[config.mk]
export PLATFORM = sky130hd
export DESIGN_NAME = fit_policy_hole_allocator
export DESIGN_NICKNAME = d
export VERILOG_FILES = /design/src/hpa_pkg.sv /design/src/fit_policy_hole_allocator.sv /design/src/hpa_hole_table.sv /design/src/hpa_scan_unit.sv
export SDC_FILE = /design/constraint.sdc
export NUM_CORES = 1
export LEC_CHECK = 0
export BUFFER_PORTS_ARGS = -buffer_cell sky130_fd_sc_hd__buf_2
export CORE_ASPECT_RATIO = 1.2
export CORE_UTILIZATION = 65
export CTS_CLUSTER_SIZE = 10
export DETAILED_ROUTE_END_ITERATION = 16
export HOLD_SLACK_MARGIN = 0.08
export PLACE_DENSITY = 0.85
export REMOVE_ABC_BUFFERS = 1
export SLEW_MARGIN = 10
export SYNTH_ARGS = -nofsm -noshare
export SYNTH_HDL_FRONTEND = slang
export SYNTH_SLANG_ARGS = --single-unit
[constraint.sdc]
create_clock -name clk -period 7.3 [get_ports clk]
set_input_delay 0.73 -clock clk [delete_from_list [all_inputs] [get_ports clk]]
set_output_delay 0.73 -clock clk [all_outputs]
set_load 0.01 [all_outputs]
[src/hpa_pkg.sv]
// shared types, constants and codes for the hole allocator
`timescale 1ns / 1ps
`default_nettype none
package hpa_pkg;

	localparam int NUM_HOLES  = 8;
	localparam int SIZE_WIDTH = 16;

	localparam int IDX_W = (NUM_HOLES > 1) ? $clog2(NUM_HOLES) : 1;
	localparam int CNT_W = $clog2(NUM_HOLES + 1);
	localparam int HIU_W = 4;
	localparam int CMP_W = (CNT_W > HIU_W) ? CNT_W : HIU_W;

	localparam logic [1:0] POLICY_FIRST = 2'd0;
	localparam logic [1:0] POLICY_BEST  = 2'd1;
	localparam logic [1:0] POLICY_WORST = 2'd2;

	localparam logic REQ_LOAD  = 1'b0;
	localparam logic REQ_ALLOC = 1'b1;

	localparam logic REG_FIT_POLICY   = 1'b0;
	localparam logic REG_HOLES_IN_USE = 1'b1;

	localparam logic [HIU_W-1:0] HIU_RESET = HIU_W'(8);

	typedef logic [SIZE_WIDTH-1:0] size_t;
	typedef logic [IDX_W-1:0]      idx_t;

	typedef struct packed {
		logic found;
		logic best;
		logic worst;
	} scan_ctrl_t;

	typedef struct packed {
		logic fits;
		logic take;
	} scan_res_t;

endpackage
`default_nettype wire

[src/fit_policy_hole_allocator.sv]
// top level: hole allocator with sequencer, config registers and output register
// a load goes from idle to done; an allocate goes idle, scan, done, skipping the scan with no holes in use
// a new beat is not taken until the last one has left done; first fit stops the scan at the first hole that fits
// the scan reads one hole a cycle through the shared compare unit
// in_ready is high only while idle; a finished result waits in the output register
// arst_n clears the sequencer, output valid and config (first fit, eight holes in use)
`timescale 1ns / 1ps
`default_nettype none
module fit_policy_hole_allocator
	import hpa_pkg::*;
(
	input  wire logic        clk,
	input  wire logic        arst_n,
	input  wire logic        cfg_wr_en,
	input  wire logic        cfg_index,
	input  wire logic [3:0]  cfg_wdata,
	input  wire logic        in_valid,
	output logic             in_ready,
	input  wire logic        req_type,
	input  wire logic [2:0]  load_index,
	input  wire logic [15:0] amount,
	output logic             out_valid,
	input  wire logic        out_ready,
	output logic             granted,
	output logic [2:0]       chosen_index,
	output logic [15:0]      size_before,
	output logic [15:0]      size_after
);

	typedef enum logic [2:0] {
		ST_IDLE = 3'b001,
		ST_SCAN = 3'b010,
		ST_DONE = 3'b100
	} state_t;

	state_t             state_q;
	logic [1:0]         policy_q;
	logic [HIU_W-1:0]   hiu_q;
	logic               req_q;
	logic [2:0]         lidx_q;
	size_t              amt_q;
	logic [CNT_W-1:0]   limit_q;
	idx_t               cnt_q;
	idx_t               pick_q;
	size_t              best_q;
	logic               found_q;
	logic               out_valid_q;
	logic               granted_q;
	logic [2:0]         chosen_q;
	logic [15:0]        before_q;
	logic [15:0]        after_q;

	logic [CMP_W-1:0]   hiu_ext;
	logic [CNT_W-1:0]   lim_d;
	logic               first_fit;
	logic               last_step;
	logic               done_fire;
	logic               load_ok;
	scan_ctrl_t         ctrl;
	scan_res_t          res;
	size_t              rd_data;
	size_t              diff;
	logic               wr_en;
	idx_t               wr_addr;
	size_t              wr_data;
	idx_t               rd_addr;

	always_ff @(posedge clk or negedge arst_n) begin
		if (!arst_n) begin
			policy_q <= POLICY_FIRST;
			hiu_q    <= HIU_RESET;
		end else if (cfg_wr_en) begin
			unique case (cfg_index)
				REG_FIT_POLICY:   policy_q <= cfg_wdata[1:0];
				REG_HOLES_IN_USE: hiu_q    <= cfg_wdata[HIU_W-1:0];
				default:          ;
			endcase
		end
	end

	always_comb begin
		hiu_ext   = CMP_W'(hiu_q);
		lim_d     = (hiu_ext > CMP_W'(NUM_HOLES)) ? CNT_W'(NUM_HOLES) : CNT_W'(hiu_ext);
		ctrl.found = found_q;
		ctrl.best  = (policy_q == POLICY_BEST);
		ctrl.worst = (policy_q == POLICY_WORST);
		first_fit = !(ctrl.best || ctrl.worst);
		last_step = (CNT_W'(cnt_q) == (limit_q - CNT_W'(1)));
		done_fire = (state_q == ST_DONE) && (!out_valid_q || out_ready);
		load_ok   = (32'(lidx_q) < NUM_HOLES);
	end

	hpa_scan_unit u_scan (
		.hole (rd_data),
		.amt  (amt_q),
		.best (best_q),
		.ctrl (ctrl),
		.res  (res),
		.diff (diff)
	);

	always_comb begin
		wr_en   = done_fire && (((req_q == REQ_LOAD) && load_ok) ||
			((req_q == REQ_ALLOC) && found_q));
		wr_addr = (req_q == REQ_LOAD) ? IDX_W'(lidx_q) : pick_q;
		wr_data = (req_q == REQ_LOAD) ? amt_q : diff;
	end

	// fetch the next hole while the current one is scanned, so its size is registered when the scan gets there
	assign rd_addr = (state_q == ST_SCAN) ? cnt_q + IDX_W'(1) : '0;

	hpa_hole_table u_table (
		.clk     (clk),
		.wr_en   (wr_en),
		.wr_addr (wr_addr),
		.wr_data (wr_data),
		.rd_addr (rd_addr),
		.rd_data (rd_data)
	);

	always_ff @(posedge clk or negedge arst_n) begin
		if (!arst_n) begin
			state_q <= ST_IDLE;
			found_q <= 1'b0;
		end else begin
			unique case (state_q)
				ST_IDLE: begin
					if (in_valid) begin
						found_q <= 1'b0;
						if ((req_type == REQ_ALLOC) && (lim_d != '0)) begin
							state_q <= ST_SCAN;
						end else begin
							state_q <= ST_DONE;
						end
					end
				end
				ST_SCAN: begin
					if (res.take) begin
						found_q <= 1'b1;
					end
					if (last_step || (res.take && first_fit)) begin
						state_q <= ST_DONE;
					end
				end
				ST_DONE: begin
					if (done_fire) begin
						state_q <= ST_IDLE;
					end
				end
				default: state_q <= ST_IDLE;
			endcase
		end
	end

	always_ff @(posedge clk) begin
		unique case (state_q)
			ST_IDLE: begin
				if (in_valid) begin
					req_q   <= req_type;
					lidx_q  <= load_index;
					amt_q   <= SIZE_WIDTH'(amount);
					limit_q <= lim_d;
					cnt_q   <= '0;
				end
			end
			ST_SCAN: begin
				if (res.take) begin
					pick_q <= cnt_q;
					best_q <= rd_data;
				end
				if (!last_step) begin
					cnt_q <= cnt_q + IDX_W'(1);
				end
			end
			default: ;
		endcase
	end

	always_ff @(posedge clk or negedge arst_n) begin
		if (!arst_n) begin
			out_valid_q <= 1'b0;
		end else if (done_fire) begin
			out_valid_q <= 1'b1;
		end else if (out_ready) begin
			out_valid_q <= 1'b0;
		end
	end

	always_ff @(posedge clk) begin
		if (done_fire) begin
			if (req_q == REQ_LOAD) begin
				granted_q <= load_ok;
				chosen_q  <= lidx_q;
				before_q  <= load_ok ? 16'(amt_q) : '0;
				after_q   <= load_ok ? 16'(amt_q) : '0;
			end else if (found_q) begin
				granted_q <= 1'b1;
				chosen_q  <= 3'(pick_q);
				before_q  <= 16'(best_q);
				after_q   <= 16'(diff);
			end else begin
				granted_q <= 1'b0;
				chosen_q  <= '0;
				before_q  <= '0;
				after_q   <= '0;
			end
		end
	end

	assign in_ready     = (state_q == ST_IDLE);
	assign out_valid    = out_valid_q;
	assign granted      = granted_q;
	assign chosen_index = chosen_q;
	assign size_before  = before_q;
	assign size_after   = after_q;

`ifndef SYNTH
	a_busy_after_accept: assert property (@(posedge clk) disable iff (!arst_n)
		in_valid && in_ready |=> !in_ready)
		else $error("allocator took a new beat while busy");

	a_scan_in_range: assert property (@(posedge clk) disable iff (!arst_n)
		state_q == ST_SCAN |-> CNT_W'(cnt_q) < limit_q)
		else $error("scan counter beyond holes in use");

	a_refused_zero: assert property (@(posedge clk) disable iff (!arst_n)
		out_valid && !granted |-> size_before == '0 && size_after == '0)
		else $error("refused beat carries nonzero sizes");

	a_shrink_only: assert property (@(posedge clk) disable iff (!arst_n)
		out_valid && granted |-> size_after <= size_before)
		else $error("granted hole grew");
`endif

endmodule
`default_nettype wire

[src/hpa_hole_table.sv]
// register file of hole sizes, one read port and one write port
`timescale 1ns / 1ps
`default_nettype none
module hpa_hole_table
	import hpa_pkg::*;
(
	input  wire logic  clk,
	input  wire logic  wr_en,
	input  wire idx_t  wr_addr,
	input  wire size_t wr_data,
	input  wire idx_t  rd_addr,
	output size_t      rd_data
);

	size_t mem_q [NUM_HOLES];
	size_t rd_data_q;

	always_ff @(posedge clk) begin
		if (wr_en) begin
			mem_q[wr_addr] <= wr_data;
		end
		rd_data_q <= mem_q[rd_addr];
	end

	assign rd_data = rd_data_q;

endmodule
`default_nettype wire

[src/hpa_scan_unit.sv]
// shared compare and subtract unit used by every scan step and the write-back
`timescale 1ns / 1ps
`default_nettype none
module hpa_scan_unit
	import hpa_pkg::*;
(
	input  wire size_t      hole,
	input  wire size_t      amt,
	input  wire size_t      best,
	input  wire scan_ctrl_t ctrl,
	output scan_res_t       res,
	output size_t           diff
);

	logic fits;
	logic better;

	always_comb begin
		fits   = (hole >= amt);
		better = (ctrl.best && (hole < best)) || (ctrl.worst && (hole > best));
		res.fits = fits;
		res.take = fits && (!ctrl.found || better);
	end

	assign diff = best - amt;

endmodule
`default_nettype wire
# == After elaboration in Yosys (flattened, before gate mapping) ==
# Memories as Yosys holds them, arrays and structs flattened. A register that Yosys moved wholly into a read port is not among the register bits.
# Index checks and enable logic that the tools add are counted.
# classes
mux,26
n_bitwise,2
magnitude_cmp,4
n_reduce_logical,27
add_sub_neg,3
eq_ne,11
# op_table
operator,n
16-bit two-way mux,5
3-bit two-way mux,10
16-bit >= comparator,1
16-bit > comparator,1
16-bit less-than comparator,1
16-bit subtractor,1
3-bit one-hot mux with 3 select lines,1
3-bit AND reduction,3
1-bit logical AND,8
2-bit inequality test (second input constant),4
2-bit AND reduction,4
1-bit two-way mux,7
1-bit logical OR,6
3-bit one-hot mux with 2 select lines,1
3-bit by 4-bit equality test with 1-bit output,1
4-bit > comparator (second input constant),1
4-bit two-way mux,1
2-bit nonzero test,2
4-bit nonzero test,1
4-bit by 1-bit subtractor with 4-bit output (second input constant),1
3-bit by 1-bit adder with 3-bit output (second input constant),1
3-bit by 1-bit equality test with 1-bit output (second input constant),1
3-bit by 2-bit equality test with 1-bit output (second input constant),1
3-bit equality test (second input constant),1
other kinds (6),9
# word_totals
regBits,93
out_inout_bits,38
n_memories,1
ramBits,128
elab_cells,90
# memory_table
name,words,word_bits,read_ports,rd_clocked_by_memory_dff,write_ports,line,source
u_table.mem_q,8,16,1,1,1,hpa_hole_table.sv:15,size_t mem_q [NUM_HOLES];

# == Depth between registers and ports, before layout ==
# depth
depth_word,9
ltp_mapped,10

# == By module ==
# Synthesis repeated with hierarchy kept, for this count alone.
# unflattened
hier_cells,668
area_unflattened_um2,10672.7
# modules_own_cells
mod,area_each_um2,seq_area_each_um2,n_inst,cells_per_inst
hpa_hole_table,5293.8,4164.0,1,214
fit_policy_hole_allocator,3728.6,2740.1,1,232
hpa_scan_unit,1650.3,0.0,1,222

# == Worst setup path after synthesis ==
# No wires, ideal clock.
# synth_timing
path_kind,in2reg
from,in out_ready
to,mem u_table.mem_q[0][0] (netlist bit) (enable)
setup_time_ps,388
t_required_ps,6912
path_stages,4
path_slack_ps,4070
arrival_ps,2842
n_path_buf,0
path_cell_list,nand2b_1 > and3_1 > nand2_1 > nor2_1
# synth_via
elab_chain_cells,5
# synth_rtl
element,line,source
from (decl),fit_policy_hole_allocator.sv:23,"input wire logic out_ready,"
1-bit logical OR,fit_policy_hole_allocator.sv:89,done_fire = (state_q == ST_DONE) && (!out_valid_q || out_ready);
1-bit logical AND,fit_policy_hole_allocator.sv:89,
via done_fire,fit_policy_hole_allocator.sv:57,logic done_fire;
1-bit logical AND,fit_policy_hole_allocator.sv:103,wr_en = done_fire && (((req_q == REQ_LOAD) && load_ok) ||
1-bit two-way mux,hpa_hole_table.sv:19,if (wr_en) begin
1-bit two-way mux (not written as such),hpa_hole_table.sv:20,mem_q[wr_addr] <= wr_data;
to (decl),hpa_hole_table.sv:15,
# The timed path passes the listed nets, and every way through them passes these cells.

# == Worst setup path in the final report ==
# layout_timing
from,reg best_q[0]
to,"mem u_table.mem_q[1][10] (netlist bit), data pin"
# layout_via
elab_chain_cells,2
# layout_rtl
element,line,source
from (decl),fit_policy_hole_allocator.sv:45,size_t best_q;
from (signal assigned),fit_policy_hole_allocator.sv:169,best_q <= rd_data;
16-bit subtractor,hpa_scan_unit.sv:25,assign diff = best - amt;
16-bit two-way mux,fit_policy_hole_allocator.sv:106,wr_data = (req_q == REQ_LOAD) ? amt_q : diff;
via u_table.wr_data[10],hpa_hole_table.sv:10,"input wire size_t wr_data,"
# The timed path passes the listed nets, and every way through them passes these cells.

==> out/results.ini <==
[worst_setup_path]
crit_slowest_cell = a2111oi_2
cp_data_arrival_time_ns = 3.40
cp-end-kind = flip-flop
critPathKind = flip-flop to flip-flop
r2r-end = u_table.mem_q[1][10]
worstPathMaxFanout = 8
worstSetupStartpoint = best_q[0]
timing.rr.start = best_q[0]
critPathTopFamily = simple AND/OR/NAND/NOR gates
start_kind = flip-flop
reg2reg_slack_ns = 4.13
slowest_delay_ns = 0.53
worst-path-buf-inv = 2
reg2regPathDepth = 10
worstPathCellList = inv_1, ha_1, inv_1, fa_1, a21oi_1, nand4b_1, a21oi_1, a2111oi_2, nor4bb_1, or3_1
cp_data_required_time_ns = 7.53

[layout]
area_growth_pct = 12.5
multi_input_area_um2 = 3390
diodes = 0
fillers = 961
drive_gt1_frac = 0.145
nets = 944
seq_area_um2 = 6900

[timing]
rsz0062_at_grt = false
finalSetupViolations = 0
worstMarginPinSlew_ns = 1.29
fmax_mhz = 315
fin_ws_ns = 4.13
slew_viol_final = 0
post-route-period-util = 0.434
finalClockSkew_ns = 0.00952
period_needed_ns = 3.17
relSlewSlack = 0.138
setup_tns_ns = 0
final_hold_viol_count = 0

[clock_network]
h-tree-depth = 1
cts_root_buf = clkbuf_16
cts_max_path_buffers = 3
path_clk_slew_ns = 0.06
postCtsSetupRepairBufs = 0
tritoncts = yes
cts_made_buffers = 27
clkLatencyLatePin_ns = 0.53
cts_num_sinks = 237
post_cts_resized = 0

[floorplan]
coreArea_um2 = 15800
die_y_um = 142
ios = 68
die_area_um2 = 16800
initial_core_util = 0.673
rows = 50
die_x_um = 119

[place]
hpwl_mm = 15.6
numPortBuffers = 67
dpl_worst_slack_ns = 4.05
gp_congestion = 0.952

[logic_synthesis]
ys.warnings.count = 0
syn_inst = 793
avgSynthCellArea_um2 = 13.4
ys.flop_type = edfxtp_1
synth_edf_count = 210
synth-compound-area-share = 0.141
ys_seq_elements = 237
synth_area_um2 = 10600
synth_xor_area_frac = 0.00743
synth_top_family_by_area = compound AO/OA/AOI/OAI gates
synthAdderAreaFrac = 0.0620
synth_mux_area_frac = 0.0231
synth-async-reset-ratio = 0.0464
seq_area_frac_synth = 0.651
synth-simple-area-share = 0.0848
yosysUniqueCellTypes = 68

[detailed_routing]
antenna_left = 0
wl_per_cell_um = 21.6
vias = 7046
viasPerCell = 6.46
initialDrtViolationCount = 822
finalWirelength_mm = 23.6
first_pass_iters = 5
remaining_drc_errors = 0

[power_and_ir_drop]
power.density_nw_per_um2 = 328
combPwrFrac = 0.227
vdd_drop_max_v = 0.000208
p_int_mw = 2.73
p_seq_frac = 0.462
p_switching_mw = 1.18
p_leak_nw = 4.49
power_frac_clock = 0.311
p_sw_frac = 0.302

[run_status]
status = complete, no violations

[grt]
grt-ovfl-total = 0
grt_pass1_wl_mm = 36.7
antenna_found_initial = 0
grt_pass1_vias = 7145
grtUsageTotal = 0.284
grt_max_degree = 82

[hold_path]
min_to = amt_q[6]
hold_depth = 1
min_from = amount[6]
hp-class = input pin to flip-flop

[flow_run]
max-cap-violations = 0

-- state kept, by name (all words and copies together) (netlist names), 4 cells and up --
name,cells
u_table.mem_q,128
amt_q,16
size_after,16
best_q,16
size_before,16
u_table.rd_data,16
limit_q,4
hiu_ext,4
-- layer usage --
layer / routed length (um) / track usage
met1: 9530 / 0.370
met2: 11400 / 0.477
met3: 1730 / 0.0429
met4: 884 / 0.127
met5: 0 / 0
-- cell usage in the layout, fill, tap and decap left out, types with 20 or more instances in the layout --
cell / n
nor2b_1: 24
nor2_1: 33
clkbuf_1: 21
ha_1: 51
a21oi_1: 28
a21o_1: 26
buf_2: 67
nand2_1: 26
clkbuf_16: 27
inv_1: 46
edfxtp_1: 210
o21ai_0: 37
mux2i_1: 20
a211oi_1: 34
o22ai_1: 32
-- repair_timing --
action,4_1_cts,5_1_grt
endpoints found under the hold margin,9,0
hold buffers,1,0
endpoints found under the setup margin,0,0
-- stage by stage --
step | power, mW | area [um^2] | std cells | utilization | hold WS (ns)
after detailed placement | 2.69 | 11100 | 1040 | 0.707 | 0.440
after CTS | 3.90 | 11900 | 1091 | 0.757 | 0.356
after global placement | 2.64 | 11100 | 1040 | 0.707 | 0.430
after floorplan | 2.39 | 10500 | 753 | - | 0.408
final | 3.91 | 11900 | 1091 | 0.757 | 0.370
after global routing | 4.06 | 11900 | 1091 | 0.757 | 0.357
-- power by group through the flow --
| stage | Sequential, mW | Clock (mW) | Combinational [mW] |
|---|---|---|---|
| 4_1_cts | 1.81 | 1.22 | 0.872 |
| 5_1_grt | 1.82 | 1.27 | 0.970 |
| 3_3_place_gp | 1.82 | 0 | 0.816 |
| 2_1_floorplan | 1.84 | 0 | 0.553 |
| 6_report | 1.81 | 1.21 | 0.887 |
| 3_5_place_dp | 1.83 | 0 | 0.862 |
-- cell families (layout without fill, tap and decap cells) --
family | after synthesis | in the layout
AO/OA/AOI/OAI | 219 | 219
XOR/XNOR | 9 | 9
adder cells (fa/ha/maj) | 52 | 52
buffers and inverters | 86 | 176
flip-flops | 237 | 237
multiplexers | 24 | 24
AND/OR/NAND/NOR | 166 | 166
-- how the worst max path moves through the flow --
stage | to | slack, ns | cells after the start
2_1_floorplan | u_table.rd_data[0] | 4.00 | 5
3_3_place_gp | u_table.mem_q[7][11] | 4.20 | 6
3_5_place_dp | u_table.mem_q[3][13] | 4.05 | 6
4_1_cts | u_table.mem_q[3][9] | 4.10 | 5
5_1_grt | u_table.mem_q[5][11] | 4.00 | 8
6_report | u_table.mem_q[1][10] | 4.13 | 10
-- cell usage after synthesis (5+ instances only) --
master	instances	share of area
nand4_1	5	0.0029
o221ai_1	16	0.013
nor2_1	37	0.013
xor2_1	5	0.0041
inv_1	46	0.016
a21oi_1	28	0.013
mux2i_1	20	0.019
dfrtp_1	9	0.021
clkbuf_1	31	0.011
o21ai_0	37	0.017
o22ai_1	32	0.019
a21o_1	26	0.018
ha_1	51	0.060
o21ai_1	9	0.0042
nand3_1	11	0.0052
nand2b_1	9	0.0053
edfxtp_1	210	0.59
a211oi_1	34	0.024
nor3_1	17	0.0080
nor2b_1	24	0.014
and2_1	10	0.0059
nand2_1	26	0.0092
dfxtp_1	16	0.030
-- area by class of cell --
| type | count | share of cell area |
|---|---|---|
| multi-input cells | 470 | 0.284 |
| repair buffers | 80 | 0.0365 |
| inverters | 46 | 0.0145 |
| clock buffers | 49 | 0.0644 |
| well taps | 208 | 0.0218 |
| clock inverters | 1 | 0.000734 |
| flip-flops and latches | 237 | 0.578 |
No activity file was read; power rests on OpenSTA's default activity.
